## src/rtl/dupd_pkg.sv

```systemverilog
`timescale 1ns / 1ps
`default_nettype none
// ----------------------------------------------------------------------------
// dupd_pkg: shared types and constants of the data-URI payload decoder
// Holds character codes, the result word layout, queue sizing and the two
// symbol lookup functions for base64 and hex digits.
// ----------------------------------------------------------------------------
package dupd_pkg;

    // Input character and result widths.
    localparam int CHAR_W      = 16;
    localparam int ASCII_W     = 7;
    localparam int BYTE_W      = 8;
    localparam int SEXTET_W    = 6;
    localparam int NIBBLE_W    = 4;
    localparam int ACC_W       = 3 * SEXTET_W;
    localparam int GROUP_W     = 4 * SEXTET_W;

    // Up to three result words leave one decode step.
    localparam int RESULT_MAX  = 3;
    localparam int RCNT_W      = 2;

    // Result queue sizing.
    localparam int QUEUE_DEPTH = 4;
    localparam int QUEUE_AW    = 2;
    localparam int QUEUE_CW    = 3;

    // Character codes.
    localparam logic [CHAR_W-1:0]  ASCII_MAX    = 16'd127;
    localparam logic [ASCII_W-1:0] CHAR_EQUALS  = 7'h3D;
    localparam logic [ASCII_W-1:0] CHAR_PERCENT = 7'h25;
    localparam logic [ASCII_W-1:0] CHAR_PLUS    = 7'h2B;
    localparam logic [ASCII_W-1:0] CHAR_SLASH   = 7'h2F;
    localparam logic [ASCII_W-1:0] CASE_MASK    = 7'h5F;

    // Escape sequence phases in percent mode.
    typedef enum logic [1:0] {
        ESC_NONE = 2'd0,
        ESC_HIGH = 2'd1,
        ESC_LOW  = 2'd2
    } esc_phase_t;

    // Payload encodings.
    localparam logic MODE_PERCENT = 1'b0;
    localparam logic MODE_BASE64  = 1'b1;

    // One result word.
    typedef struct packed {
        logic [BYTE_W-1:0] out_byte;
        logic              byte_valid;
        logic              bad_input;
        logic              end_of_message;
    } result_t;

    // Result words produced by one decode step.
    typedef struct packed {
        logic [RCNT_W-1:0]              count;
        result_t [RESULT_MAX-1:0]       res;
    } result_bundle_t;

    // Lookup result: valid flag and value.
    typedef struct packed {
        logic                ok;
        logic [SEXTET_W-1:0] value;
    } sextet_t;

    typedef struct packed {
        logic                ok;
        logic [NIBBLE_W-1:0] value;
    } nibble_t;

    // Base64 symbol value of a 7-bit code.
    function automatic sextet_t sextet_of(input logic [ASCII_W-1:0] c);
        sextet_t r;
        r.ok    = 1'b1;
        r.value = '0;
        if (c >= 7'h41 && c <= 7'h5A) begin
            r.value = SEXTET_W'(c - 7'h41);
        end
        else if (c >= 7'h61 && c <= 7'h7A) begin
            r.value = SEXTET_W'(c - 7'h61 + 7'd26);
        end
        else if (c >= 7'h30 && c <= 7'h39) begin
            r.value = SEXTET_W'(c - 7'h30 + 7'd52);
        end
        else if (c == CHAR_PLUS) begin
            r.value = 6'd62;
        end
        else if (c == CHAR_SLASH) begin
            r.value = 6'd63;
        end
        else begin
            r.ok = 1'b0;
        end
        return r;
    endfunction

    // Hex digit value of a 7-bit code, either case.
    function automatic nibble_t nibble_of(input logic [ASCII_W-1:0] c);
        nibble_t          r;
        logic [ASCII_W-1:0] u;
        u       = c & CASE_MASK;
        r.ok    = 1'b1;
        r.value = '0;
        if (c >= 7'h30 && c <= 7'h39) begin
            r.value = NIBBLE_W'(c - 7'h30);
        end
        else if (u >= 7'h41 && u <= 7'h46) begin
            r.value = NIBBLE_W'(u - 7'h41 + 7'd10);
        end
        else begin
            r.ok = 1'b0;
        end
        return r;
    endfunction

endpackage
`default_nettype wire

```

## src/rtl/dupd_input_reg.sv

```systemverilog
`timescale 1ns / 1ps
`default_nettype none
// ----------------------------------------------------------------------------
// dupd_input_reg: input word register
// Captures one character word and its end flag; frees itself when the decode
// step consumes the held word.
// ----------------------------------------------------------------------------
module dupd_input_reg (
    input  wire logic                         clk,
    input  wire logic                         rst_n,
    input  wire logic                         in_valid,
    output logic                              in_ready,
    input  wire logic [dupd_pkg::CHAR_W-1:0]  char_code,
    input  wire logic                         last_char,
    input  wire logic                         advance,
    output logic                              held_valid,
    output logic [dupd_pkg::CHAR_W-1:0]       held_char,
    output logic                              held_last
);

    logic                        vld_reg;
    logic                        vld_next;
    logic [dupd_pkg::CHAR_W-1:0] char_reg;
    logic                        last_reg;

    // Take a new word when empty or when the held word leaves this cycle.
    assign in_ready = !vld_reg || advance;

    always_comb
    begin
        vld_next = vld_reg;
        if (in_valid && in_ready)
        begin
            vld_next = 1'b1;
        end
        else if (advance)
        begin
            vld_next = 1'b0;
        end
    end

    always_ff @(posedge clk or negedge rst_n)
    begin
        if (!rst_n)
        begin
            vld_reg <= 1'b0;
        end
        else
        begin
            vld_reg <= vld_next;
        end
    end

    // Payload needs no reset.
    always_ff @(posedge clk)
    begin
        if (in_valid && in_ready)
        begin
            char_reg <= char_code;
            last_reg <= last_char;
        end
    end

    assign held_valid = vld_reg;
    assign held_char  = char_reg;
    assign held_last  = last_reg;

endmodule
`default_nettype wire

```

## src/rtl/dupd_decode_core.sv

```systemverilog
`timescale 1ns / 1ps
`default_nettype none
// ----------------------------------------------------------------------------
// dupd_decode_core: message state and single-step decode
// Holds the encoding mode and the per-message state, and turns one held
// character into zero to three result words in one pass of logic.
// ----------------------------------------------------------------------------
module dupd_decode_core (
    input  wire logic                           clk,
    input  wire logic                           rst_n,
    input  wire logic                           cfg_we,
    input  wire logic                           cfg_wdata,
    input  wire logic                           held_valid,
    input  wire logic [dupd_pkg::CHAR_W-1:0]    held_char,
    input  wire logic                           held_last,
    input  wire logic [dupd_pkg::QUEUE_CW-1:0]  queue_free,
    output logic                                advance,
    output dupd_pkg::result_bundle_t            bundle
);

    logic                            mode_reg;
    logic [dupd_pkg::ACC_W-1:0]      acc_reg,   acc_next;
    logic [1:0]                      cnt_reg,   cnt_next;
    logic [2:0]                      pad_reg,   pad_next;
    dupd_pkg::esc_phase_t            esc_reg,   esc_next;
    logic [dupd_pkg::NIBBLE_W-1:0]   hnib_reg,  hnib_next;
    logic                            err_reg,   err_next;

    logic [dupd_pkg::ASCII_W-1:0]    c7;
    dupd_pkg::sextet_t               sx;
    dupd_pkg::nibble_t               nb;
    logic [dupd_pkg::GROUP_W-1:0]    group_word;

    assign c7         = held_char[dupd_pkg::ASCII_W-1:0];
    assign sx         = dupd_pkg::sextet_of(c7);
    assign nb         = dupd_pkg::nibble_of(c7);
    assign group_word = {acc_reg, sx.value};

    // Decode one character; results are collected into the bundle.
    always_comb
    begin
        logic [dupd_pkg::RCNT_W-1:0] n;
        dupd_pkg::result_t [dupd_pkg::RESULT_MAX-1:0] res;

        n         = '0;
        res       = '0;
        acc_next  = acc_reg;
        cnt_next  = cnt_reg;
        pad_next  = pad_reg;
        esc_next  = esc_reg;
        hnib_next = hnib_reg;
        err_next  = err_reg;

        if (!err_reg)
        begin
            if (held_char > dupd_pkg::ASCII_MAX)
            begin
                err_next = 1'b1;
            end
            else if (mode_reg == dupd_pkg::MODE_BASE64)
            begin
                if (c7 == dupd_pkg::CHAR_EQUALS)
                begin
                    // Padding only after two symbols, never past four characters.
                    if ((pad_reg == 3'd0 && cnt_reg < 2'd2) ||
                        ({2'b00, cnt_reg} + {1'b0, pad_reg}) >= 4'd4)
                    begin
                        err_next = 1'b1;
                    end
                    else
                    begin
                        pad_next = pad_reg + 3'd1;
                    end
                end
                else if (!sx.ok || pad_reg != 3'd0)
                begin
                    err_next = 1'b1;
                end
                else if (cnt_reg == 2'd3)
                begin
                    // Fourth symbol completes a group of three bytes.
                    res[0] = '{group_word[23:16], 1'b1, 1'b0, 1'b0};
                    res[1] = '{group_word[15:8],  1'b1, 1'b0, 1'b0};
                    res[2] = '{group_word[7:0],   1'b1, 1'b0, 1'b0};
                    n        = 2'd3;
                    acc_next = '0;
                    cnt_next = 2'd0;
                end
                else
                begin
                    acc_next = {acc_reg[dupd_pkg::ACC_W-dupd_pkg::SEXTET_W-1:0], sx.value};
                    cnt_next = cnt_reg + 2'd1;
                end
            end
            else
            begin
                unique case (esc_reg)
                    dupd_pkg::ESC_NONE:
                    begin
                        if (c7 == dupd_pkg::CHAR_PERCENT)
                        begin
                            esc_next = dupd_pkg::ESC_HIGH;
                        end
                        else
                        begin
                            res[0] = '{held_char[dupd_pkg::BYTE_W-1:0], 1'b1, 1'b0, 1'b0};
                            n      = 2'd1;
                        end
                    end
                    dupd_pkg::ESC_HIGH:
                    begin
                        if (!nb.ok)
                        begin
                            err_next = 1'b1;
                        end
                        else
                        begin
                            hnib_next = nb.value;
                            esc_next  = dupd_pkg::ESC_LOW;
                        end
                    end
                    dupd_pkg::ESC_LOW:
                    begin
                        if (!nb.ok)
                        begin
                            err_next = 1'b1;
                        end
                        else
                        begin
                            res[0]   = '{{hnib_reg, nb.value}, 1'b1, 1'b0, 1'b0};
                            n        = 2'd1;
                            esc_next = dupd_pkg::ESC_NONE;
                        end
                    end
                    default:
                    begin
                        err_next = 1'b1;
                    end
                endcase
            end
        end

        // End of message: flush a short base64 group or check the escape.
        if (held_last && !err_next)
        begin
            if (mode_reg == dupd_pkg::MODE_BASE64)
            begin
                if (cnt_next == 2'd2)
                begin
                    res[n] = '{acc_next[11:4], 1'b1, 1'b0, 1'b0};
                    n      = n + 2'd1;
                end
                else if (cnt_next == 2'd3)
                begin
                    res[0] = '{acc_next[17:10], 1'b1, 1'b0, 1'b0};
                    res[1] = '{acc_next[9:2],   1'b1, 1'b0, 1'b0};
                    n      = 2'd2;
                end
                else if (cnt_next != 2'd0 || pad_next != 3'd0)
                begin
                    err_next = 1'b1;
                end
            end
            else if (esc_next != dupd_pkg::ESC_NONE)
            begin
                err_next = 1'b1;
            end
        end

        if (held_last)
        begin
            // The ending word carries the error flag or marks the last byte.
            if (err_next)
            begin
                res    = '0;
                res[0] = '{8'd0, 1'b0, 1'b1, 1'b1};
                n      = 2'd1;
            end
            else if (n == 2'd0)
            begin
                res[0] = '{8'd0, 1'b0, 1'b0, 1'b1};
                n      = 2'd1;
            end
            else
            begin
                res[n - 2'd1].end_of_message = 1'b1;
            end
            acc_next  = '0;
            cnt_next  = 2'd0;
            pad_next  = 3'd0;
            esc_next  = dupd_pkg::ESC_NONE;
            hnib_next = '0;
            err_next  = 1'b0;
        end
        else if (err_next)
        begin
            n = 2'd0;
        end

        bundle.count = n;
        bundle.res   = res;
    end

    // The step completes only when the queue has room for all its words.
    assign advance = held_valid &&
                     ({1'b0, bundle.count} <= queue_free);

    // Mode register and message state; a mode write starts a new message.
    always_ff @(posedge clk or negedge rst_n)
    begin
        if (!rst_n)
        begin
            mode_reg <= dupd_pkg::MODE_PERCENT;
            acc_reg  <= '0;
            cnt_reg  <= 2'd0;
            pad_reg  <= 3'd0;
            esc_reg  <= dupd_pkg::ESC_NONE;
            hnib_reg <= '0;
            err_reg  <= 1'b0;
        end
        else if (cfg_we)
        begin
            mode_reg <= cfg_wdata;
            acc_reg  <= '0;
            cnt_reg  <= 2'd0;
            pad_reg  <= 3'd0;
            esc_reg  <= dupd_pkg::ESC_NONE;
            hnib_reg <= '0;
            err_reg  <= 1'b0;
        end
        else if (advance)
        begin
            acc_reg  <= acc_next;
            cnt_reg  <= cnt_next;
            pad_reg  <= pad_next;
            esc_reg  <= esc_next;
            hnib_reg <= hnib_next;
            err_reg  <= err_next;
        end
    end

endmodule
`default_nettype wire

```

## src/rtl/dupd_result_queue.sv

```systemverilog
`timescale 1ns / 1ps
`default_nettype none
// ----------------------------------------------------------------------------
// dupd_result_queue: result word queue
// Four-entry queue that takes up to three words in a cycle and hands one
// word per cycle to the output channel while out_ready is high.
// ----------------------------------------------------------------------------
module dupd_result_queue (
    input  wire logic                           clk,
    input  wire logic                           rst_n,
    input  wire logic                           push,
    input  wire dupd_pkg::result_bundle_t       bundle,
    output logic [dupd_pkg::QUEUE_CW-1:0]       queue_free,
    output logic                                out_valid,
    input  wire logic                           out_ready,
    output logic [dupd_pkg::BYTE_W-1:0]         out_byte,
    output logic                                byte_valid,
    output logic                                bad_input,
    output logic                                end_of_message
);

    dupd_pkg::result_t                 q_reg [dupd_pkg::QUEUE_DEPTH];
    logic [dupd_pkg::QUEUE_AW-1:0]     wr_reg, wr_next;
    logic [dupd_pkg::QUEUE_AW-1:0]     rd_reg, rd_next;
    logic [dupd_pkg::QUEUE_CW-1:0]     cnt_reg, cnt_next;
    logic [dupd_pkg::QUEUE_CW-1:0]     push_cnt;
    logic                              pop;
    dupd_pkg::result_t                 head;

    assign push_cnt   = push ? {1'b0, bundle.count} : '0;
    assign pop        = out_valid && out_ready;
    assign queue_free = dupd_pkg::QUEUE_CW'(dupd_pkg::QUEUE_DEPTH) - cnt_reg;

    // Pointer and fill level update.
    always_comb
    begin
        wr_next  = wr_reg + push_cnt[dupd_pkg::QUEUE_AW-1:0];
        rd_next  = pop ? rd_reg + 1'b1 : rd_reg;
        cnt_next = cnt_reg + push_cnt - {{(dupd_pkg::QUEUE_CW-1){1'b0}}, pop};
    end

    always_ff @(posedge clk or negedge rst_n)
    begin
        if (!rst_n)
        begin
            wr_reg  <= '0;
            rd_reg  <= '0;
            cnt_reg <= '0;
        end
        else
        begin
            wr_reg  <= wr_next;
            rd_reg  <= rd_next;
            cnt_reg <= cnt_next;
        end
    end

    // Store the step's words at consecutive slots.
    always_ff @(posedge clk)
    begin
        for (int i = 0; i < dupd_pkg::RESULT_MAX; i++)
        begin
            if (dupd_pkg::QUEUE_CW'(i) < push_cnt)
            begin
                q_reg[wr_reg + dupd_pkg::QUEUE_AW'(i)] <= bundle.res[i];
            end
        end
    end

    // Head word drives the output channel.
    assign head           = q_reg[rd_reg];
    assign out_valid      = (cnt_reg != '0);
    assign out_byte       = head.out_byte;
    assign byte_valid     = head.byte_valid;
    assign bad_input      = head.bad_input;
    assign end_of_message = head.end_of_message;

endmodule
`default_nettype wire

```

## src/rtl/data_uri_payload_decoder_unit.sv

```systemverilog
`timescale 1ns / 1ps
`default_nettype none
// ----------------------------------------------------------------------------
// data_uri_payload_decoder_unit: data-URI payload decoder
// Decodes a percent-encoded or base64 payload one character word at a time
// and delivers decoded bytes, with an error flag on the ending word.
//
//  Channel   Handshake            Words carried
//  input     in_valid/in_ready    char_code, last_char
//  output    out_valid/out_ready  out_byte, byte_valid, bad_input, end_of_message
//  config    cfg_we               cfg_wdata (encoding mode, 1 base64)
//
// One character word is accepted per cycle while the queue has room; its results
// enter the queue from the input register through one decode pass.
// A base64 group yields three bytes in one step; the four-entry result queue
// drains one word per cycle while out_ready is high; without room it holds input.
// Reset clears the mode to percent decoding and all message state at once.
// ----------------------------------------------------------------------------
module data_uri_payload_decoder_unit (
    input  wire logic                          clk,
    input  wire logic                          rst_n,
    input  wire logic                          cfg_we,
    input  wire logic                          cfg_wdata,
    input  wire logic                          in_valid,
    output logic                               in_ready,
    input  wire logic [dupd_pkg::CHAR_W-1:0]   char_code,
    input  wire logic                          last_char,
    output logic                               out_valid,
    input  wire logic                          out_ready,
    output logic [dupd_pkg::BYTE_W-1:0]        out_byte,
    output logic                               byte_valid,
    output logic                               bad_input,
    output logic                               end_of_message
);

    logic                           held_valid;
    logic [dupd_pkg::CHAR_W-1:0]    held_char;
    logic                           held_last;
    logic                           advance;
    logic [dupd_pkg::QUEUE_CW-1:0]  queue_free;
    dupd_pkg::result_bundle_t       bundle;

    // Input word register.
    dupd_input_reg u_input_reg (
        .clk        (clk),
        .rst_n      (rst_n),
        .in_valid   (in_valid),
        .in_ready   (in_ready),
        .char_code  (char_code),
        .last_char  (last_char),
        .advance    (advance),
        .held_valid (held_valid),
        .held_char  (held_char),
        .held_last  (held_last)
    );

    // Decode step and message state.
    dupd_decode_core u_decode_core (
        .clk        (clk),
        .rst_n      (rst_n),
        .cfg_we     (cfg_we),
        .cfg_wdata  (cfg_wdata),
        .held_valid (held_valid),
        .held_char  (held_char),
        .held_last  (held_last),
        .queue_free (queue_free),
        .advance    (advance),
        .bundle     (bundle)
    );

    // Result queue feeding the output channel.
    dupd_result_queue u_result_queue (
        .clk            (clk),
        .rst_n          (rst_n),
        .push           (advance),
        .bundle         (bundle),
        .queue_free     (queue_free),
        .out_valid      (out_valid),
        .out_ready      (out_ready),
        .out_byte       (out_byte),
        .byte_valid     (byte_valid),
        .bad_input      (bad_input),
        .end_of_message (end_of_message)
    );

endmodule
`default_nettype wire

```

## config.mk

```make
export PLATFORM = sky130hd
export DESIGN_NAME = data_uri_payload_decoder_unit
export DESIGN_NICKNAME = d
export VERILOG_FILES = /design/src/rtl/dupd_pkg.sv /design/src/rtl/dupd_input_reg.sv /design/src/rtl/dupd_decode_core.sv /design/src/rtl/dupd_result_queue.sv /design/src/rtl/data_uri_payload_decoder_unit.sv
export SDC_FILE = /design/constraint.sdc
export NUM_CORES = 1
export LEC_CHECK = 0
export BUFFER_PORTS_ARGS = -buffer_cell sky130_fd_sc_hd__buf_2
export CORE_UTILIZATION = 45
export DETAILED_ROUTE_END_ITERATION = 16
export GPL_ROUTABILITY_DRIVEN = 0
export PLACE_DENSITY_LB_ADDON = 0.12
export RECOVER_POWER = 100
export SYNTH_ARGS = -nofsm -noshare
export SYNTH_HDL_FRONTEND = slang
export SYNTH_SLANG_ARGS = --single-unit
export TNS_END_PERCENT = 1
```

## constraint.sdc

```tcl
create_clock -name clk -period 9 [get_ports clk]
set_input_delay 1.8 -clock clk [delete_from_list [all_inputs] [get_ports clk]]
set_output_delay 1.8 -clock clk [all_outputs]
set_load 0.05 [all_outputs]
```

==> metrics <==
outcome finished with violations; failing checks capacitance limit, slew limit; crit path max fanout 19; TritonCTS clock tree yes; CTS Root Cell clkbuf_16; Routed Antenna Nets 0; vias per std cell 6.26; final net count 804; gr ovfl total 0; vias in the first global route 5,893; synthesis-to-finish area growth 7.10%; count leader, synth mux2i_1; Worst Hold Endpoint u_decode_core.hnib_reg[3]; final hold vios 0; dpl hpwl 14.6 mm; Antenna Diode Count 0; Total Wirelength 20.0 mm; Post-synth EDFFs 61; gr usage total 25.1%; path depth of the worst reg2reg path 21; Die W 129 um; worst-skew pair later-pin latency 360 ps; Synth top area share 25.0%; core area 0.0159 mm2; Synth Instances 731; Synth Register Bits 100; CTS buffer count 9; cell area after synthesis 0.00731 mm2; CP endpoint kind output pin; clock sinks 100; Port Buffers 35; CP required 7200 ps; Max IR drop VDD 0.130 mV; Tcrit/Tclk final 87.5%; measured slew at the worst slew-check pin 2310 ps; share of cells above drive strength 1 9.83%; DRT iter0 DRCs 571; hold depth 2; Worst Setup SP u_input_reg.held_char[3]; final setup vio count 0; RSZ-0062 raised after global routing false; Die Height 129 um; cts repair resizes 0; first-pass GRT wire length 32.1 mm; Commonest cells post-synth mux2i_1 (71), nand2_1 (62), edfxtp_1 (61), o21ai_0 (50), a21oi_1 (43); Post-Place Cell Area 0.00763 mm2; num ports 36; initial antenna violation count 0; Setup crit start kind flop; DR WL/cell 20.6 um; power per cell area 204 mW/mm2; # H-tree levels 3; reg-to-reg slack, setup 1160 ps; worst hold path type reg2reg; syn nets 787; CTS Hold Buffers Added 0; Critical Path AT 6080 ps; max reg flops 44; Pleak 2.70 nW; Max Root-Sink Buffers 2; TNS Setup 0 ps; Crit Path Category reg2out; Setup Skew 10.2 ps; Yosys warnings 0; max-slew violations 64; DRC violations left 0; post-CTS setup buffer count 0; initial core utilization 46.0%; synth top area cells edfxtp_1 (25%), dfrtp_1 (13%), mux2i_1 (9.7%); cell area after layout 0.00783 mm2; Vias 6,066; post-layout minimum cycle time 7880 ps; FFs w/ async S/R, synth 39.0%; Syn Area/Cell 10.0 um2; overall power 0.00160 W; slew margin rel. -54.0%; hold path start u_decode_core.hnib_reg[3]; max-cap viol count 3; fmax 127 MHz; library cells used by synthesis 84; RR Startpoint u_input_reg.held_char[3]; clock-pin slew of the registers on the worst-case setup and hold paths 70 ps; First-pass DRT Iterations 8; pin count of the biggest net entering global routing 40; RR Endpoint u_result_queue.q_reg[3][4]; Primary FF master, synth edfxtp_1; die area 0.0168 mm2; sequential fraction of the synthesis area 38.4%; row cnt 46; area leader, netlist edfxtp_1
[cell usage in the layout (no fill, tap or decap), types with 4 or more instances in the layout]
| cell type | synthesis | routed |
|---|---|---|
| buf_4 | 3 | 5 |
| inv_1 | 34 | 35 |
| edfxtp_1 | 61 | 61 |
| nor3b_1 | 11 | 11 |
| clkbuf_1 | 21 | 21 |
| buf_2 | 8 | 21 |
| nand3_1 | 24 | 24 |
| o21ai_1 | 14 | 11 |
| a221oi_1 | 8 | 8 |
| or2_2 | 4 | 4 |
| nor4_1 | 4 | 5 |
| mux4_2 | 11 | 11 |
| nor3_1 | 15 | 15 |
| dfrtp_1 | 39 | 39 |
| a211oi_1 | 13 | 13 |
| o21ai_0 | 50 | 53 |
| a2111oi_1 | 6 | 6 |
| nor2_1 | 32 | 32 |
| a31oi_1 | 4 | 4 |
| and2_1 | 7 | 4 |
| o211a_1 | 5 | 5 |
| clkbuf_16 | 0 | 9 |
| a22o_1 | 13 | 13 |
| o211ai_1 | 7 | 8 |
| nand2b_1 | 5 | 5 |
| or3_1 | 5 | 5 |
| nand4_1 | 5 | 5 |
| a21oi_1 | 43 | 43 |
| and3_1 | 9 | 9 |
| nor2b_1 | 9 | 9 |
| mux2i_1 | 71 | 71 |
| xnor2_1 | 7 | 7 |
| a32o_1 | 6 | 6 |
| ha_1 | 32 | 32 |
| nand2_1 | 62 | 62 |
| a22oi_1 | 4 | 4 |
[metal layers]
| layer | GRT usage (%) | wire, um |
|---|---|---|
| met2 | 39.8 | 9240 |
| met4 | 15.7 | 869 |
| met3 | 3.06 | 999 |
| met1 | 32.8 | 8860 |
| met5 | 0 | 0 |
[through the flow]
step	setup slack, ps	hold WS (ps)	utilization [%]	std cells
CTS	1470	489	49.7	969
finish	1120	481	49.3	969
detailed placement	1870	473	48.1	953
global route	588	519	49.3	969
global placement	2060	475	48.1	953
floorplan	2270	444	-	731
[kinds of logic (layout without fill, tap and decap cells)]
logic type | after synthesis | in the layout | share of synthesized area (%)
and+or+nand+nor | 210 | 210 | 15.2
adders and majority gates | 33 | 33 | 5.75
AOI/OAI and AO/OA | 217 | 217 | 21.1
muxes | 86 | 86 | 13.8
buffers and inverters | 76 | 98 | 4.74
xor gates and xnor gates | 9 | 9 | 1.08
DFF | 100 | 100 | 38.4
[report_power, final]
part / leakage, nW / switching (W) / internal [W] / total, W
sequential: 1.07 / 0.0000798 / 0.000579 / 0.000658
clock: 0.130 / 0.000181 / 0.000188 / 0.000368
combinational: 1.50 / 0.000392 / 0.000178 / 0.000570
total: 2.70 / 0.000653 / 0.000944 / 0.00160
[final cells by class]
| class | instances | area [um2] |
|---|---|---|
| sequential | 100 | 2810 |
| fill | 1519 | 8050 |
| clock inverter | 6 | 40.0 |
| inverter | 36 | 138 |
| tap | 216 | 270 |
| timing repair buffer | 46 | 218 |
| multi-input combinational | 555 | 4130 |
| clock buffer | 10 | 229 |
[critical path, cell delays in order, from the launching register on]
cell	delay (ps)
edfxtp_1	740
inv_1	220
ha_1	250
and2_0	210
a2111o_1	510
a22o_1	360
o211ai_1	610
o21ai_0	450
ha_1	460
a21boi_0	180
o41ai_4	570
o21ai_4	140
inv_4	140
ha_1	150
inv_1	50
a21oi_1	130
a21oi_1	50
nand2_1	90
inv_1	40
nand2_1	90
buf_2	270
[how the worst max path moves through the flow]
| stage | slack, ps | to | cells after the start |
|---|---|---|---|
| after global placement | 2060 | in_ready | 20 |
| after CTS | 1470 | in_ready | 20 |
| final | 1120 | in_ready | 20 |
| after global routing | 590 | u_result_queue.q_reg[3][4] | 21 |
| after detailed placement | 1870 | in_ready | 20 |
| after floorplan | 2270 | in_ready | 22 |
Power figures use the tool's default switching activity.
